## src/rtl/card_pkg.sv

```systemverilog
// ----------------------------------------------------------------------------
// card_pkg
// shared types, codes and defaults of the concurrent access race detector
// ----------------------------------------------------------------------------
`default_nettype none

package card_pkg;

	localparam int DEFAULT_TABLE_ENTRIES = 16;
	localparam int DEFAULT_THREAD_BITS   = 8;

	// event codes
	localparam logic [1:0] OP_BEFORE_READ  = 2'd0;
	localparam logic [1:0] OP_BEFORE_WRITE = 2'd1;
	localparam logic [1:0] OP_AFTER_ACCESS = 2'd2;

	typedef struct packed {
		logic [1:0]  operation;
		logic [7:0]  thread_id;
		logic [63:0] address;
	} req_t;

	typedef struct packed {
		logic       race_found;
		logic [7:0] prior_thread;
		logic       prior_was_write;
		logic       recorded;
		logic       removed;
		logic       overflow;
	} rsp_t;

	// controller to datapath
	typedef struct packed {
		logic load;
		logic issue;
		logic commit;
	} cmd_t;

	// datapath to controller
	typedef struct packed {
		logic last_issue;
		logic out_ready;
	} sts_t;

endpackage

`default_nettype wire

```

## src/rtl/card_ctrl.sv

```systemverilog
// ----------------------------------------------------------------------------
// card_ctrl
// sequencer: accept an item, sweep the table, commit the result
// ----------------------------------------------------------------------------
`default_nettype none

module card_ctrl (
	input  wire logic          clk,
	input  wire logic          arst_n,
	input  wire logic          req_valid,
	output logic               req_stall,
	input  wire card_pkg::sts_t sts,
	output card_pkg::cmd_t     cmd
);

	localparam logic [1:0] ST_IDLE   = 2'd0;
	localparam logic [1:0] ST_SCAN   = 2'd1;
	localparam logic [1:0] ST_DRAIN  = 2'd2;
	localparam logic [1:0] ST_FINISH = 2'd3;

	logic [1:0] state_q;
	logic [1:0] state_d;

	assign req_stall = (state_q != ST_IDLE);

	always_comb begin
		state_d    = state_q;
		cmd        = '0;
		case (state_q)
			ST_IDLE: begin
				if (req_valid) begin
					cmd.load = 1'b1;
					state_d  = ST_SCAN;
				end
			end
			ST_SCAN: begin
				cmd.issue = 1'b1;
				if (sts.last_issue) begin
					state_d = ST_DRAIN;
				end
			end
			ST_DRAIN: begin
				state_d = ST_FINISH;
			end
			ST_FINISH: begin
				if (sts.out_ready) begin
					cmd.commit = 1'b1;
					state_d    = ST_IDLE;
				end
			end
			default: begin
				state_d = ST_IDLE;
			end
		endcase
	end

	always_ff @(posedge clk or negedge arst_n) begin
		if (!arst_n) begin
			state_q <= ST_IDLE;
		end else begin
			state_q <= state_d;
		end
	end

endmodule

`default_nettype wire

```

## src/rtl/card_dpath.sv

```systemverilog
// ----------------------------------------------------------------------------
// card_dpath
// access table memory, valid bits, sweep compare and result register
// ----------------------------------------------------------------------------
`default_nettype none

module card_dpath #(
	parameter int TABLE_ENTRIES = card_pkg::DEFAULT_TABLE_ENTRIES,
	parameter int THREAD_BITS   = card_pkg::DEFAULT_THREAD_BITS
) (
	input  wire logic          clk,
	input  wire logic          arst_n,
	input  wire card_pkg::req_t req,
	output card_pkg::rsp_t     rsp,
	output logic               rsp_valid,
	input  wire logic          rsp_stall,
	input  wire card_pkg::cmd_t cmd,
	output card_pkg::sts_t     sts
);

	localparam int IW = (TABLE_ENTRIES > 1) ? $clog2(TABLE_ENTRIES) : 1;
	localparam int TW = THREAD_BITS;
	localparam int EW = 64 + TW + 1;
	localparam logic [IW-1:0] LAST_IDX = IW'(TABLE_ENTRIES - 1);

	// entry layout: address, thread, write flag
	logic [EW-1:0]            mem_q [TABLE_ENTRIES];
	logic [TABLE_ENTRIES-1:0] valid_q;

	card_pkg::req_t req_q;
	logic [IW-1:0]  rd_idx_q;
	logic           cmp_vld_s1;
	logic [IW-1:0]  cmp_idx_s1;
	logic [EW-1:0]  rd_data_s1;

	logic           hit_q;
	logic [IW-1:0]  hit_idx_q;
	logic [TW-1:0]  hit_thr_q;
	logic           hit_wr_q;
	logic           free_q;
	logic [IW-1:0]  free_idx_q;

	card_pkg::rsp_t rsp_q;
	logic           rsp_valid_q;

	logic [TW+7:0]  tid_ext;
	logic [TW-1:0]  tid;
	logic [TW+7:0]  prior_ext;
	logic           is_write;
	logic [63:0]    ent_addr;
	logic [TW-1:0]  ent_thr;
	logic           ent_wr;
	logic           ent_valid;
	logic           ins_en;
	logic           rem_en;
	card_pkg::rsp_t rsp_d;

	assign tid_ext   = {{TW{1'b0}}, req_q.thread_id};
	assign tid       = tid_ext[TW-1:0];
	assign prior_ext = {8'b0, hit_thr_q};
	assign is_write  = (req_q.operation == card_pkg::OP_BEFORE_WRITE);

	assign ent_addr  = rd_data_s1[EW-1 -: 64];
	assign ent_thr   = rd_data_s1[TW:1];
	assign ent_wr    = rd_data_s1[0];
	assign ent_valid = valid_q[cmp_idx_s1];

	assign sts.last_issue = (rd_idx_q == LAST_IDX);
	assign sts.out_ready  = !rsp_valid_q || !rsp_stall;

	assign rsp       = rsp_q;
	assign rsp_valid = rsp_valid_q;

	// result and table update for the item held in req_q
	always_comb begin
		rsp_d  = '0;
		ins_en = 1'b0;
		rem_en = 1'b0;
		case (req_q.operation)
			card_pkg::OP_BEFORE_READ, card_pkg::OP_BEFORE_WRITE: begin
				if (hit_q) begin
					rsp_d.race_found      = hit_wr_q | is_write;
					rsp_d.prior_thread    = prior_ext[7:0];
					rsp_d.prior_was_write = hit_wr_q;
				end else if (free_q) begin
					ins_en         = 1'b1;
					rsp_d.recorded = 1'b1;
				end else begin
					rsp_d.overflow = 1'b1;
				end
			end
			card_pkg::OP_AFTER_ACCESS: begin
				if (hit_q && (hit_thr_q == tid)) begin
					rem_en        = 1'b1;
					rsp_d.removed = 1'b1;
				end
			end
			default: begin
			end
		endcase
	end

	always_ff @(posedge clk) begin
		if (cmd.commit && ins_en) begin
			mem_q[free_idx_q] <= {req_q.address, tid, is_write};
		end
	end

	always_ff @(posedge clk) begin
		if (cmd.issue) begin
			rd_data_s1 <= mem_q[rd_idx_q];
		end
		cmp_idx_s1 <= rd_idx_q;
		if (cmd.load) begin
			req_q <= req;
		end
		if (cmd.commit) begin
			rsp_q <= rsp_d;
		end
		if (cmp_vld_s1 && ent_valid && (ent_addr == req_q.address) && !hit_q) begin
			hit_idx_q <= cmp_idx_s1;
			hit_thr_q <= ent_thr;
			hit_wr_q  <= ent_wr;
		end
		if (cmp_vld_s1 && !ent_valid && !free_q) begin
			free_idx_q <= cmp_idx_s1;
		end
	end

	always_ff @(posedge clk or negedge arst_n) begin
		if (!arst_n) begin
			valid_q     <= '0;
			rd_idx_q    <= '0;
			cmp_vld_s1  <= 1'b0;
			hit_q       <= 1'b0;
			free_q      <= 1'b0;
			rsp_valid_q <= 1'b0;
		end else begin
			cmp_vld_s1 <= cmd.issue;
			if (cmd.load) begin
				rd_idx_q <= '0;
				hit_q    <= 1'b0;
				free_q   <= 1'b0;
			end else begin
				if (cmd.issue) begin
					rd_idx_q <= rd_idx_q + 1'b1;
				end
				if (cmp_vld_s1 && ent_valid && (ent_addr == req_q.address)) begin
					hit_q <= 1'b1;
				end
				if (cmp_vld_s1 && !ent_valid) begin
					free_q <= 1'b1;
				end
			end
			if (cmd.commit && ins_en) begin
				valid_q[free_idx_q] <= 1'b1;
			end
			if (cmd.commit && rem_en) begin
				valid_q[hit_idx_q] <= 1'b0;
			end
			if (cmd.commit) begin
				rsp_valid_q <= 1'b1;
			end else if (!rsp_stall) begin
				rsp_valid_q <= 1'b0;
			end
		end
	end

endmodule

`default_nettype wire

```

## src/rtl/concurrent_access_race_detector.sv

```systemverilog
// ----------------------------------------------------------------------------
// concurrent_access_race_detector
// table of accesses in progress, flags racing accesses where one is a write
// ----------------------------------------------------------------------------
// usage
//   req channel (req_valid, req_stall, req): one memory access event per item,
//     before read, before write or after access, with thread and address
//   rsp channel (rsp_valid, rsp_stall, rsp): exactly one result item per event
//   an item is taken at a clock edge with valid high and stall low
// sweep
//   the table lives in a one-port memory swept one entry a cycle, so a new item
//   is accepted only after the sweep, drain and commit of the last one; the
//   result is registered in the output register at commit
// reset
//   arst_n clears every valid bit at once, so the table starts empty with no
//   clearing pass; entry contents are only looked at behind a valid bit
// receiver stall
//   the result waits in the output register; a new item is still accepted and
//   swept, and its commit waits until the output register frees up
// ----------------------------------------------------------------------------
`default_nettype none

module concurrent_access_race_detector #(
	parameter int TABLE_ENTRIES = card_pkg::DEFAULT_TABLE_ENTRIES,
	parameter int THREAD_BITS   = card_pkg::DEFAULT_THREAD_BITS
) (
	input  wire logic          clk,
	input  wire logic          arst_n,
	input  wire logic          req_valid,
	output logic               req_stall,
	input  wire card_pkg::req_t req,
	output logic               rsp_valid,
	input  wire logic          rsp_stall,
	output card_pkg::rsp_t     rsp
);

	// command and status between the sequencer and the datapath
	card_pkg::cmd_t cmd;
	card_pkg::sts_t sts;

	// sequencer: idle, sweep, drain the read pipe, commit
	card_ctrl u_ctrl (
		.clk       (clk),
		.arst_n    (arst_n),
		.req_valid (req_valid),
		.req_stall (req_stall),
		.sts       (sts),
		.cmd       (cmd)
	);

	// table memory, valid bits, compare and result register
	card_dpath #(
		.TABLE_ENTRIES (TABLE_ENTRIES),
		.THREAD_BITS   (THREAD_BITS)
	) u_dpath (
		.clk       (clk),
		.arst_n    (arst_n),
		.req       (req),
		.rsp       (rsp),
		.rsp_valid (rsp_valid),
		.rsp_stall (rsp_stall),
		.cmd       (cmd),
		.sts       (sts)
	);

endmodule

`default_nettype wire

```

## config.mk

```make
export PLATFORM = sky130hd
export DESIGN_NAME = concurrent_access_race_detector
export DESIGN_NICKNAME = d
export VERILOG_FILES = /design/src/rtl/card_pkg.sv /design/src/rtl/card_ctrl.sv /design/src/rtl/card_dpath.sv /design/src/rtl/concurrent_access_race_detector.sv
export SDC_FILE = /design/constraint.sdc
export NUM_CORES = 1
export LEC_CHECK = 0
export BUFFER_PORTS_ARGS = -buffer_cell sky130_fd_sc_hd__buf_2
export CAP_MARGIN = 30
export CORE_ASPECT_RATIO = 1.25
export CORE_MARGIN = 5
export CORE_UTILIZATION = 37
export DETAILED_ROUTE_END_ITERATION = 8
export PLACE_DENSITY_LB_ADDON = 0.25
export SYNTH_ARGS = -nofsm -noshare
export SYNTH_HDL_FRONTEND = slang
export SYNTH_SLANG_ARGS = --single-unit
```

## constraint.sdc

```tcl
create_clock -name clk -period 8.8 [get_ports clk]
set_input_delay 0.88 -clock clk [delete_from_list [all_inputs] [get_ports clk]]
set_output_delay 0.88 -clock clk [all_outputs]
set_load 0.01 [all_outputs]
```

==> results of run 1 <==
==> synthesized netlist by cell type, drive strengths merged (2+ instances only) <==
cell type / number / share of area, %
xor2: 3 / 0.051
nand4b: 2 / 0.034
nor4: 10 / 0.12
and2: 12 / 0.14
nor2: 37 / 0.27
ha: 6 / 0.14
edfxtp: 1345 / 78
mux2i: 4 / 0.077
a41oi: 16 / 0.27
buf: 49 / 0.84
nand3: 9 / 0.087
inv: 7 / 0.051
dfrtp: 26 / 1.3
clkbuf: 38 / 0.27
dfxtp: 4 / 0.15
xnor2: 52 / 0.88
nor2b: 5 / 0.060
a21oi: 2 / 0.019
nor3b: 2 / 0.029
nand4: 42 / 0.51
o2111ai: 2 / 0.034
mux4: 369 / 16
o21ai: 4 / 0.039
nor3: 9 / 0.087
nand2: 9 / 0.065
nand2b: 43 / 0.52
==> cell type report <==
class / instances / area share (%)
diodes: 1 / 0.00423
clock buffers: 183 / 6.16
clock inverters: 62 / 0.878
inverters: 7 / 0.0444
multi-input cells: 645 / 17.5
flip-flops and latches: 1375 / 69.5
well taps: 1860 / 3.93
repair buffers: 151 / 1.92
==> power by group through the flow <==
stage                     Clock [mW]  Sequential (mW)  Combinational [mW]
after floorplan                    0             8.28                2.57
after global placement             0             8.60                3.32
after detailed placement           0             8.62                3.38
after CTS                       5.67             8.49                3.39
after global routing            5.94             8.48                3.61
final                           5.52             8.42                3.38
==> critical path: cells and delay by family (launching register included) <==
kind | cells | cell delay [ns]
AOI/OAI and AO/OA | 1 | 0.19
adders and majority gates | 1 | 0.23
buffers and inverters | 3 | 1.58
DFF | 1 | 0.42
and+or+nand+nor | 2 | 1.18
==> per-layer routing <==
| metal | GRT usage [%] | up-vias | share of wire, % |
|---|---|---|---|
| met4 | 4.02 | 2 | 1.9 |
| met5 | 0 | - | 0.011 |
| met2 | 28.8 | 634 | 52 |
| met3 | 2.80 | 144 | 4.7 |
| li1 | - | 9503 | - |
| met1 | 21.5 | 12633 | 41 |
==> stage by stage <==
| stage | cell area (sq um) | hold WS (ns) | total power, mW | std cells |
|---|---|---|---|---|
| 6_report | 59200 | 0.154 | 17.3 | 4284 |
| 5_1_grt | 59200 | 0.170 | 18.0 | 4283 |
| 4_1_cts | 59100 | 0.127 | 17.6 | 4280 |
| 3_5_place_dp | 54900 | 0.406 | 12.0 | 4035 |
| 3_3_place_gp | 54700 | 0.414 | 11.9 | 4027 |
| 2_1_floorplan | 52000 | 0.345 | 10.9 | 2114 |
==> kinds of logic (layout without fill, tap and decap cells) <==
kind of cell             count (synthesis)  after routing  synth area share [%]
AO/OA/AOI/OAI                           28             28                 0.417
XOR/XNOR                                55             55                 0.927
adder cells (fa/ha/maj)                  6              6                 0.144
buffers and inverters                   94            403                  1.17
flip-flops                            1375           1375                  79.1
multiplexers                           373            373                  16.2
other                                    0              1                     0
AND/OR/NAND/NOR                        183            183                  2.00
==> how the worst max path moves through the flow <==
| stage | to | start | slack [ns] | cells after the start |
|---|---|---|---|---|
| CTS | u_dpath.mem_q[9][47] | u_ctrl.state_q[0] | 4.67 | 7 |
| detailed placement | u_dpath.mem_q[9][62] | rsp_stall | 4.35 | 7 |
| floorplan | u_dpath.mem_q[4][0] | rsp_stall | 1.55 | 4 |
| global route | u_dpath.mem_q[9][47] | u_ctrl.state_q[0] | 4.59 | 7 |
| global placement | u_dpath.mem_q[9][49] | rsp_stall | 4.41 | 7 |
| finish | u_dpath.mem_q[9][47] | u_ctrl.state_q[0] | 4.77 | 7 |
==> placed cells by master, fill, tap and decap left out, drive strengths merged, types with 5 or more instances in the layout <==
master / count
a41oi: 16
and2: 12
buf: 151
bufinv: 7
clkbuf: 183
clkinv: 45
dfrtp: 26
edfxtp: 1345
ha: 6
inv: 17
mux4: 369
nand2: 9
nand2b: 43
nand3: 9
nand4: 42
nor2: 37
nor2b: 5
nor3: 9
nor4: 10
xnor2: 52
==> sequential cells by signal, indices dropped and copies added, names as in the netlist, 2 cells and up <==
signal              count
u_dpath.valid_q        16
u_dpath.mem_q        1168
u_dpath.cmp_idx_s1      4
u_dpath.rsp            13
u_dpath.free_idx_q      4
u_ctrl.state_q          2
u_dpath.rd_data_s1     73
u_dpath.req_q          66
u_dpath.hit_thr_q       8
u_dpath.hit_idx_q       4
u_dpath.rd_idx_q        4
u_dpath.tid             8
==> metrics.txt, run 1 <==
Post-Syn Nets=2198; Ys Warns=0; Total Routed Length=122000 um; FF-to-FF setup slack=4.77 ns; chip height=429 um; largest net degree at the start of global routing=97; number of buffers created by CTS=136; top_reg_cell synth=edfxtp_1; Clock Power Share=31.8%; io pins=93; Layout area overhead=13.9%; Setup CP Type=flop to flop; CTS tree=yes; Congestion Overflow GR=0; Clk Latency, worst-skew pair=0.75 ns; crit-path most repeated cell=buf_4; Die ar.=0.148 sq mm; WL/cell=28.6 um; HPWL Detailed=68900 um; Max Root-Sink Buffers=3; FF-to-FF path depth=7; initial antenna violation count=2; Max IR drop VDD=0.302 mV; CP Cell Sequence=ha_1 > a21boi_4 > buf_4 > nand4b_1 > nor2_4 > buf_4 > buf_4; Iter 0 DRT Violations=2085; Num Clock Sinks=1375; Hold Fails Final Rpt=0; worst min path class=input pin to async pin; H-tree Lvls=4; fin crit period=4.03 ns; Syn Area/Cell=24.6 sq um; core box area=0.139 sq mm; Nets=2400; Cell Int Power=12.7 mW; Synth Instances=2114; leak pwr=18.0 nW; Fin Setup TNS=0 ns; RSZ-0062 raised after global routing=false; Synth async-reset ratio=1.89%; max incr delay on CP=0.77 ns; Die X=345 um; Slew HR=34.6%; Worst-Margin Slew=0.981 ns; Req. time, crit path=9.17 ns; Critical Path AT=4.39 ns; CP Capture Type=flop; combinational power share=19.5%; Sequential Power Share=48.7%; GRT Total Usage=16.5%; PortBufs=92; CP max-delay cell=nor2_4; max cap viols=0; power per cell area=293 mW/mm^2; status=completed; setup repair bufs after CTS=0; Tcrit/Tclk final=45.7%; Starting Density=37.3%; final setup vio count=0; Achievable Freq=248 MHz; dpl ws=4.35 ns; Sw Pwr=4.64 mW; flops & latches, synth=1375; switching share of total power=26.8%; CTS root buffer=clkbuf_16; multi-input combinational cell area=0.0104 sq mm; layout cells sized above 1=29.1%; Post-synth EDFFs=1345; RR Endpoint=u_dpath.mem_q[9][47]; post_cts resized=0; Synth cell types=38; crit path max fanout=33; DR DRC count=0; cts hold-fix bufs=0; Via Count=22916; area occupied by registers=0.0411 sq mm; setup ws final=4.77 ns; Vias/cell=5.35; critical path launch point type=flop; r2r startpoint=u_ctrl.state_q[0]; Slew Limit Fails=0; gp weighted congestion=0.802; Reg clk slew, reported paths=0.06 ns; register area share after synthesis=79.1%; Layout Utilization=42.5%; Layout fillers=11963; antenna-violating nets left=0; DR pass1 iterations=5; synthesized area=0.0520 sq mm; Setup Skew=0.0245 ns; Core Rows=153; global-route wire length before repair=178000 um; vias in the first global route=24551
(Power assumes the default switching activity.)
==> run 2: changes to the inputs <==
==> constraint.sdc (replaced) <==
create_clock -name clk -period 3.9 [get_ports clk]
set_input_delay 0.39 -clock clk [delete_from_list [all_inputs] [get_ports clk]]
set_output_delay 0.39 -clock clk [all_outputs]
set_load 0.01 [all_outputs]
==> run 2 against run 1 <==
Critical path depth down 2. Global-route usage up 0.25 points. Register-to-register slack worse by 3.9 ns. Routed wire length up 1.6%. Clock power up 130%. Design area up 2.4%. Final cell count up 2.3%. Critical endpoint is now u_dpath.mem_q[12][24]. Via count up 2.1%. Non-clock buffer count up 101. Sequential power up 130%. Sequential share of layout area down 1.6 points. First-iteration DRC count up 19%.
==> metrics.txt, run 2 (synthesis results as in run 1) <==
Num Clock Sinks=1375; Layout Utilization=43.4%; Iter 0 DRT Violations=2472; CP max-delay cell=buf_4; Die X=345 um; dpl ws=0.845 ns; DR pass1 iterations=8; Clock Power Share=32.1%; initial antenna violation count=2; setup ws final=0.867 ns; H-tree Lvls=4; Worst-Margin Slew=0.956 ns; Nets=2504; Fin Setup TNS=0 ns; chip height=429 um; CP Capture Type=flop; WL met2=65100 um; top flop regs=u_dpath.mem_q x1168, u_dpath.rd_data_s1 x73, u_dpath.req_q x66; GRT Total Usage=16.7%; switching share of total power=26.5%; fin area=0.0606 sq mm; uppermost routed layer=met4; Sw Pwr=10.5 mW; CTS root buffer=clkbuf_16; PortBufs=92; Layout area overhead=16.6%; largest net degree at the start of global routing=61; global-route wire length before repair=181000 um; worst min path class=input pin to flop; Max Root-Sink Buffers=3; number of buffers created by CTS=139; Max IR drop VDD=0.472 mV; Critical Path AT=3.40 ns; Reg clk slew, reported paths=0.06 ns; HPWL Detailed=68600 um; Die ar.=0.148 sq mm; WL/cell=28.3 um; DR DRC count=0; max reg flops=1168; most frequent cells in the layout=1345 x edfxtp_1, 351 x mux4_2, 146 x clkbuf_16; Congestion Overflow GR=0; crit path max fanout=35; Clk Latency, worst-skew pair=0.76 ns; layout cells sized above 1=29.2%; Vias/cell=5.34; io pins=93; Starting Density=37.3%; cell count after placement=4063; leak pwr=18.6 nW; wl on met1=50200 um; CP Cell Sequence=ha_1 > a21boi_4 > nand4_1 > nor3_4 > buf_4; Tcrit/Tclk final=77.8%; combinational power share=19.9%; WP buf/inv=1; Cell Int Power=29.0 mW; critical path's top delay family=simple AND/OR/NAND/NOR gates; post-route insts no fill=4383; Sequential Power Share=48.0%; Largest Register=u_dpath.mem_q; gp weighted congestion=0.788; most common cell after layout, fill and taps aside=edfxtp_1; CTS tree=yes; Req. time, crit path=4.27 ns; antenna-violating nets left=0; fin crit period=3.03 ns; Slew Limit Fails=0; WL met3=6080 um; Core Rows=153; Setup CP Type=flop to flop; Via Count=23388; vias in the first global route=25034; Achievable Freq=330 MHz; worst hold slack=0.157 ns; Total Routed Length=124000 um; RSZ-0062 raised after global routing=false; status=completed; max cap viols=0; power per cell area=653 mW/mm^2; Area after DPL=0.0555 sq mm; critical path launch point type=flop; core box area=0.139 sq mm; Hold Fails Final Rpt=0; Setup Skew=0.0248 ns; final setup vio count=0; Slew HR=36.1%; total power=39.5 mW; post_cts resized=0; max incr delay on CP=0.62 ns
## run 2: changes by cell type in the layout (fill, tap and decap cells not counted), sizes merged
cell | previous run | this run
bufinv | 7 | 5
clkinv | 45 | 47
inv | 17 | 10
buf | 151 | 176
clkinvlp | 0 | 5
dlygate4sd3 | 0 | 76
## run 2: what timing repair did
action / CTS / global route
hold buffers: 76 / 0
buffers inserted: 0 / 0
endpoints found under the setup margin: 0 / 0
endpoints found under the hold margin: 101 / 0
## run 2: power groups by stage
| stage | sequential [mW] | combinational, mW | clock, mW |
|---|---|---|---|
| after floorplan | 18.7 | 5.81 | 0 |
| after global placement | 19.2 | 7.92 | 0 |
| after detailed placement | 19.3 | 7.96 | 0 |
| after CTS | 19.0 | 8.07 | 13.0 |
| after global routing | 19.1 | 8.39 | 13.6 |
| final | 19.0 | 7.87 | 12.7 |
## run 2: area by class of cell
type	instances	area, sq um
Tap cell	1860	2330
Timing Repair Buffer	252	2380
Clock buffer	183	3830
Antenna cell	1	2.50
Sequential cell	1375	41100
Inverter	7	26.3
Clock inverter	60	458
Multi-Input combinational cell	645	10400
Fill cell	11906	78800
## run 2: routing by layer
metal | GRT usage, % | vias to the layer above
met3 | 3.03 | 189
li1 | - | 9713
met5 | 0 | -
met1 | 21.8 | 12771
met2 | 29.0 | 715
met4 | 4.59 | 0
## run 2: worst reg2reg max path, cell delays in order (launching register included)
cell      delay, ns
dfrtp_1        0.42
ha_1           0.23
a21boi_4       0.49
nand4_1        0.52
nor3_4         0.33
buf_4          0.62
## run 2: worst paths after layout
kind                                             from               endpoint  slack (ns)  cells after the start
worst max-delay path                u_ctrl.state_q[0]  u_dpath.mem_q[12][24]        0.87                      5
worst min-delay path                        req_valid      u_ctrl.state_q[1]        0.16                      5
worst max register to register      u_ctrl.state_q[0]  u_dpath.mem_q[12][24]        0.87                      5
worst min register to register  u_dpath.rd_data_s1[2]   u_dpath.hit_thr_q[1]        0.42                      0
max in group asynchronous                      arst_n    u_dpath.rd_idx_q[0]        3.17                      2
min in group asynchronous                      arst_n      u_ctrl.state_q[1]        0.21                      2
==> run 3: changes to the inputs <==
--- a/config.mk
+++ b/config.mk
@@ -5,6 +5,7 @@
 export SDC_FILE = /design/constraint.sdc
 export NUM_CORES = 1
 export LEC_CHECK = 0
+export ABC_AREA = 1
 export BUFFER_PORTS_ARGS = -buffer_cell sky130_fd_sc_hd__buf_2
 export CAP_MARGIN = 30
 export CORE_ASPECT_RATIO = 1.25
==> constraint.sdc (replaced) <==
create_clock -name clk -period 2.5 [get_ports clk]
set_input_delay 0.25 -clock clk [delete_from_list [all_inputs] [get_ports clk]]
set_output_delay 0.25 -clock clk [all_outputs]
set_load 0.01 [all_outputs]
==> run 3 against run 2 <==
Register-to-register slack lost 0.69 ns. Largest cell class unchanged. Critical path type unchanged. Die area grew 3.2%. Highest routed layer is now met5. Total power grew 75%. Worst hold slack lost 0.049 ns. Global-route usage grew 3.8 points. Sequential share of layout area shrank 3.9 points.
==> metrics.txt, run 3 <==
status=completed; leak pwr=21.6 nW; CP max-delay cell=dfrtp_1; max cap viols=0; number of buffers created by CTS=140; CP Capture Type=flop; setup ws final=0.172 ns; chip height=436 um; Achievable Freq=430 MHz; Slew HR=46.7%; Layout Utilization=44.5%; DR pass1 iterations=8; PortBufs=92; Synth Instances=4018; synthesized area=0.0537 sq mm; most frequent cells in the layout=1345 x edfxtp_1, 678 x nor2_1, 584 x o21ai_0; Synth Area in Adders=0.140%; crit path max fanout=11; switching share of total power=34.1%; Congestion Overflow GR=0; io pins=93; Core Rows=156; Iter 0 DRT Violations=3192; max incr delay on CP=0.41 ns; power per cell area=1080 mW/mm^2; dpl ws=0.0986 ns; gp weighted congestion=0.894; largest net degree at the start of global routing=95; core box area=0.144 sq mm; Cell Int Power=45.6 mW; Sw Pwr=23.6 mW; Critical Path AT=2.80 ns; cell taking the most area after synthesis=edfxtp_1; DR DRC count=0; Via Count=34326; Nets=4456; Sequential Power Share=41.6%; top cells by area, synth=edfxtp_1 75%, o21ai_0 5.4%, nor2_1 4.9%, nand2_1 2.7%, o22ai_1 2.1%; Syn Area/Cell=13.4 sq um; CTS tree=yes; Starting Density=37.2%; Worst-Margin Slew=0.800 ns; HPWL Detailed=97200 um; global-route wire length before repair=231000 um; register area share after synthesis=76.6%; Clock Power Share=29.4%; flops & latches, synth=1375; most common cell in the netlist=edfxtp_1; worst min path class=input pin to async pin; post-synthesis simple-gate area fraction=9.19%; Largest Register=u_dpath.mem_q; Slew Limit Fails=0; Req. time, crit path=2.98 ns; Layout area overhead=19.6%; Setup CP Type=flop to flop; Compound-Gate Fraction of Synth Area=10.5%; Synth top cells by count=1345 x edfxtp_1, 695 x nor2_1, 584 x o21ai_0, 387 x nand2_1, 184 x o22ai_1; final setup vio count=0; antenna-violating nets left=0; max reg flops=1168; Ys Warns=0; top_reg_cell synth=edfxtp_1; Setup Skew=0.0234 ns; Yosys top cell area share=75.2%; xor/xnor share of the synthesized area=0.440%; WL/cell=24.9 um; initial antenna violation count=6; Reg clk slew, reported paths=0.06 ns; vias in the first global route=33945; RSZ-0062 raised after global routing=false; Synth cell types=38; H-tree Lvls=4; CP Cell Sequence=ha_1 > nand2_1 > nor4_4 > nand3_2 > buf_4 > nor2_4 > buf_12 > buf_4; CTS root buffer=clkbuf_16; Max IR drop VDD=0.844 mV; Layout fillers=12887; Tcrit/Tclk final=93.1%; top flop regs=u_dpath.mem_q x1168, u_dpath.rd_data_s1 x73, u_dpath.req_q x66; Die ar.=0.153 sq mm; Max Root-Sink Buffers=3; fin crit period=2.33 ns; combinational family with the most area after synthesis=compound AO/OA/AOI/OAI gates; crit-path most repeated cell=buf_4; most common cell after layout, fill and taps aside=edfxtp_1; Die X=351 um; critical path launch point type=flop; Hold Fails Final Rpt=0; GRT Total Usage=20.5%; Total Routed Length=159000 um; Clk Latency, worst-skew pair=0.78 ns; combinational power share=29.1%; WP buf/inv=3; Post-synth EDFFs=1345; Vias/cell=5.39; post-synthesis mux area share=0%; critical path's top delay family=simple AND/OR/NAND/NOR gates; Post-Syn Nets=4102; layout cells sized above 1=13.4%; Num Clock Sinks=1375; Synth async-reset ratio=1.89%
[run 3: cell types whose count changed in the layout (fill, tap and decap cells not counted), moves of 43 or more]
| cell | change |
|---|---|
| buf_4 | +129 |
| nand2b_1 | -43 |
| buf_12 | +65 |
| o221ai_1 | +110 |
| mux4_2 | -351 |
| nand3_1 | +117 |
| nand2_1 | +378 |
| o21ai_0 | +580 |
| inv_1 | +153 |
| o22ai_1 | +183 |
| nor2_1 | +653 |
[run 3: kinds of logic after synthesis]
kind of cell,after synthesis
fa+ha+maj,6
simple gates,1241
flops,1375
buf+inv,401
compound gates,968
xor+xnor,27
[run 3: power by group through the flow]
stage / registers (mW) / logic (mW) / clock network, mW
4_1_cts: 28.8 / 20.1 / 20.7
3_3_place_gp: 29.3 / 19.8 / 0
2_1_floorplan: 29.2 / 11.2 / 0
6_report: 28.8 / 20.1 / 20.3
3_5_place_dp: 29.3 / 19.9 / 0
5_1_grt: 28.9 / 21.9 / 21.6
[run 3: worst reg2reg max path, stage by stage, from the launching register on]
cell,delay [ns]
dfrtp_1,0.41
ha_1,0.19
nand2_1,0.11
nor4_4,0.36
nand3_2,0.15
buf_4,0.21
nor2_4,0.17
buf_12,0.24
buf_4,0.21
[run 3: what timing repair did]
action                     4_1_cts  5_1_grt
gates resized for setup          0        0
buffers inserted                 0        6
setup endpoints to repair        0       24
hold buffers                    77        0
hold endpoints to repair       104        0
[run 3: stage by stage]
step                      std cells  setup TNS [ns]  hold WS (ns)  total power, mW  instance area, sq um
after floorplan                4018         -259.64       -0.0456             40.4                 53800
after global placement         6043               0         0.370             49.1                 59000
after detailed placement       6043               0         0.355             49.2                 59000
after CTS                      6365               0        0.0656             69.6                 64100
after global routing           6372               0         0.155             72.4                 64200
final                          6372               0         0.108             69.2                 64200
[run 3: worst paths after layout]
path,start,end,slack (ns),cells past startpoint
worst max-delay path,u_ctrl.state_q[0],u_dpath.mem_q[12][10],0.17,8
worst min-delay path,arst_n,u_dpath.cmp_vld_s1,0.11,2
worst max register to register,u_ctrl.state_q[0],u_dpath.mem_q[12][10],0.17,8
worst min register to register,u_dpath.rd_data_s1[5],u_dpath.hit_thr_q[4],0.42,0
max in group asynchronous,arst_n,u_dpath.rd_idx_q[0],1.79,2
min in group clk,req[54],u_dpath.req_q[54],0.19,2
[run 3: cell type report]
type                            count  area [sq um]  share of cell area (%)
Timing Repair Buffer              447          4660                    7.25
Clock inverter                     56           592                   0.922
Inverter                          166           654                    1.02
Sequential cell                  1375         41100                    64.0
Antenna cell                        1          2.50                 0.00390
Multi-Input combinational cell   2242         11000                    17.2
Clock buffer                      189          3790                    5.91
Tap cell                         1896          2370                    3.69
[run 3: per-layer routing]
metal | track usage [%] | vias up | part of all wire, %
met2 | 35.3 | 1102 | 50
met4 | 6.26 | 2 | 2.9
met5 | 0 | - | 0.0082
li1 | - | 15486 | -
met3 | 3.16 | 201 | 5.6
met1 | 26.8 | 17535 | 41
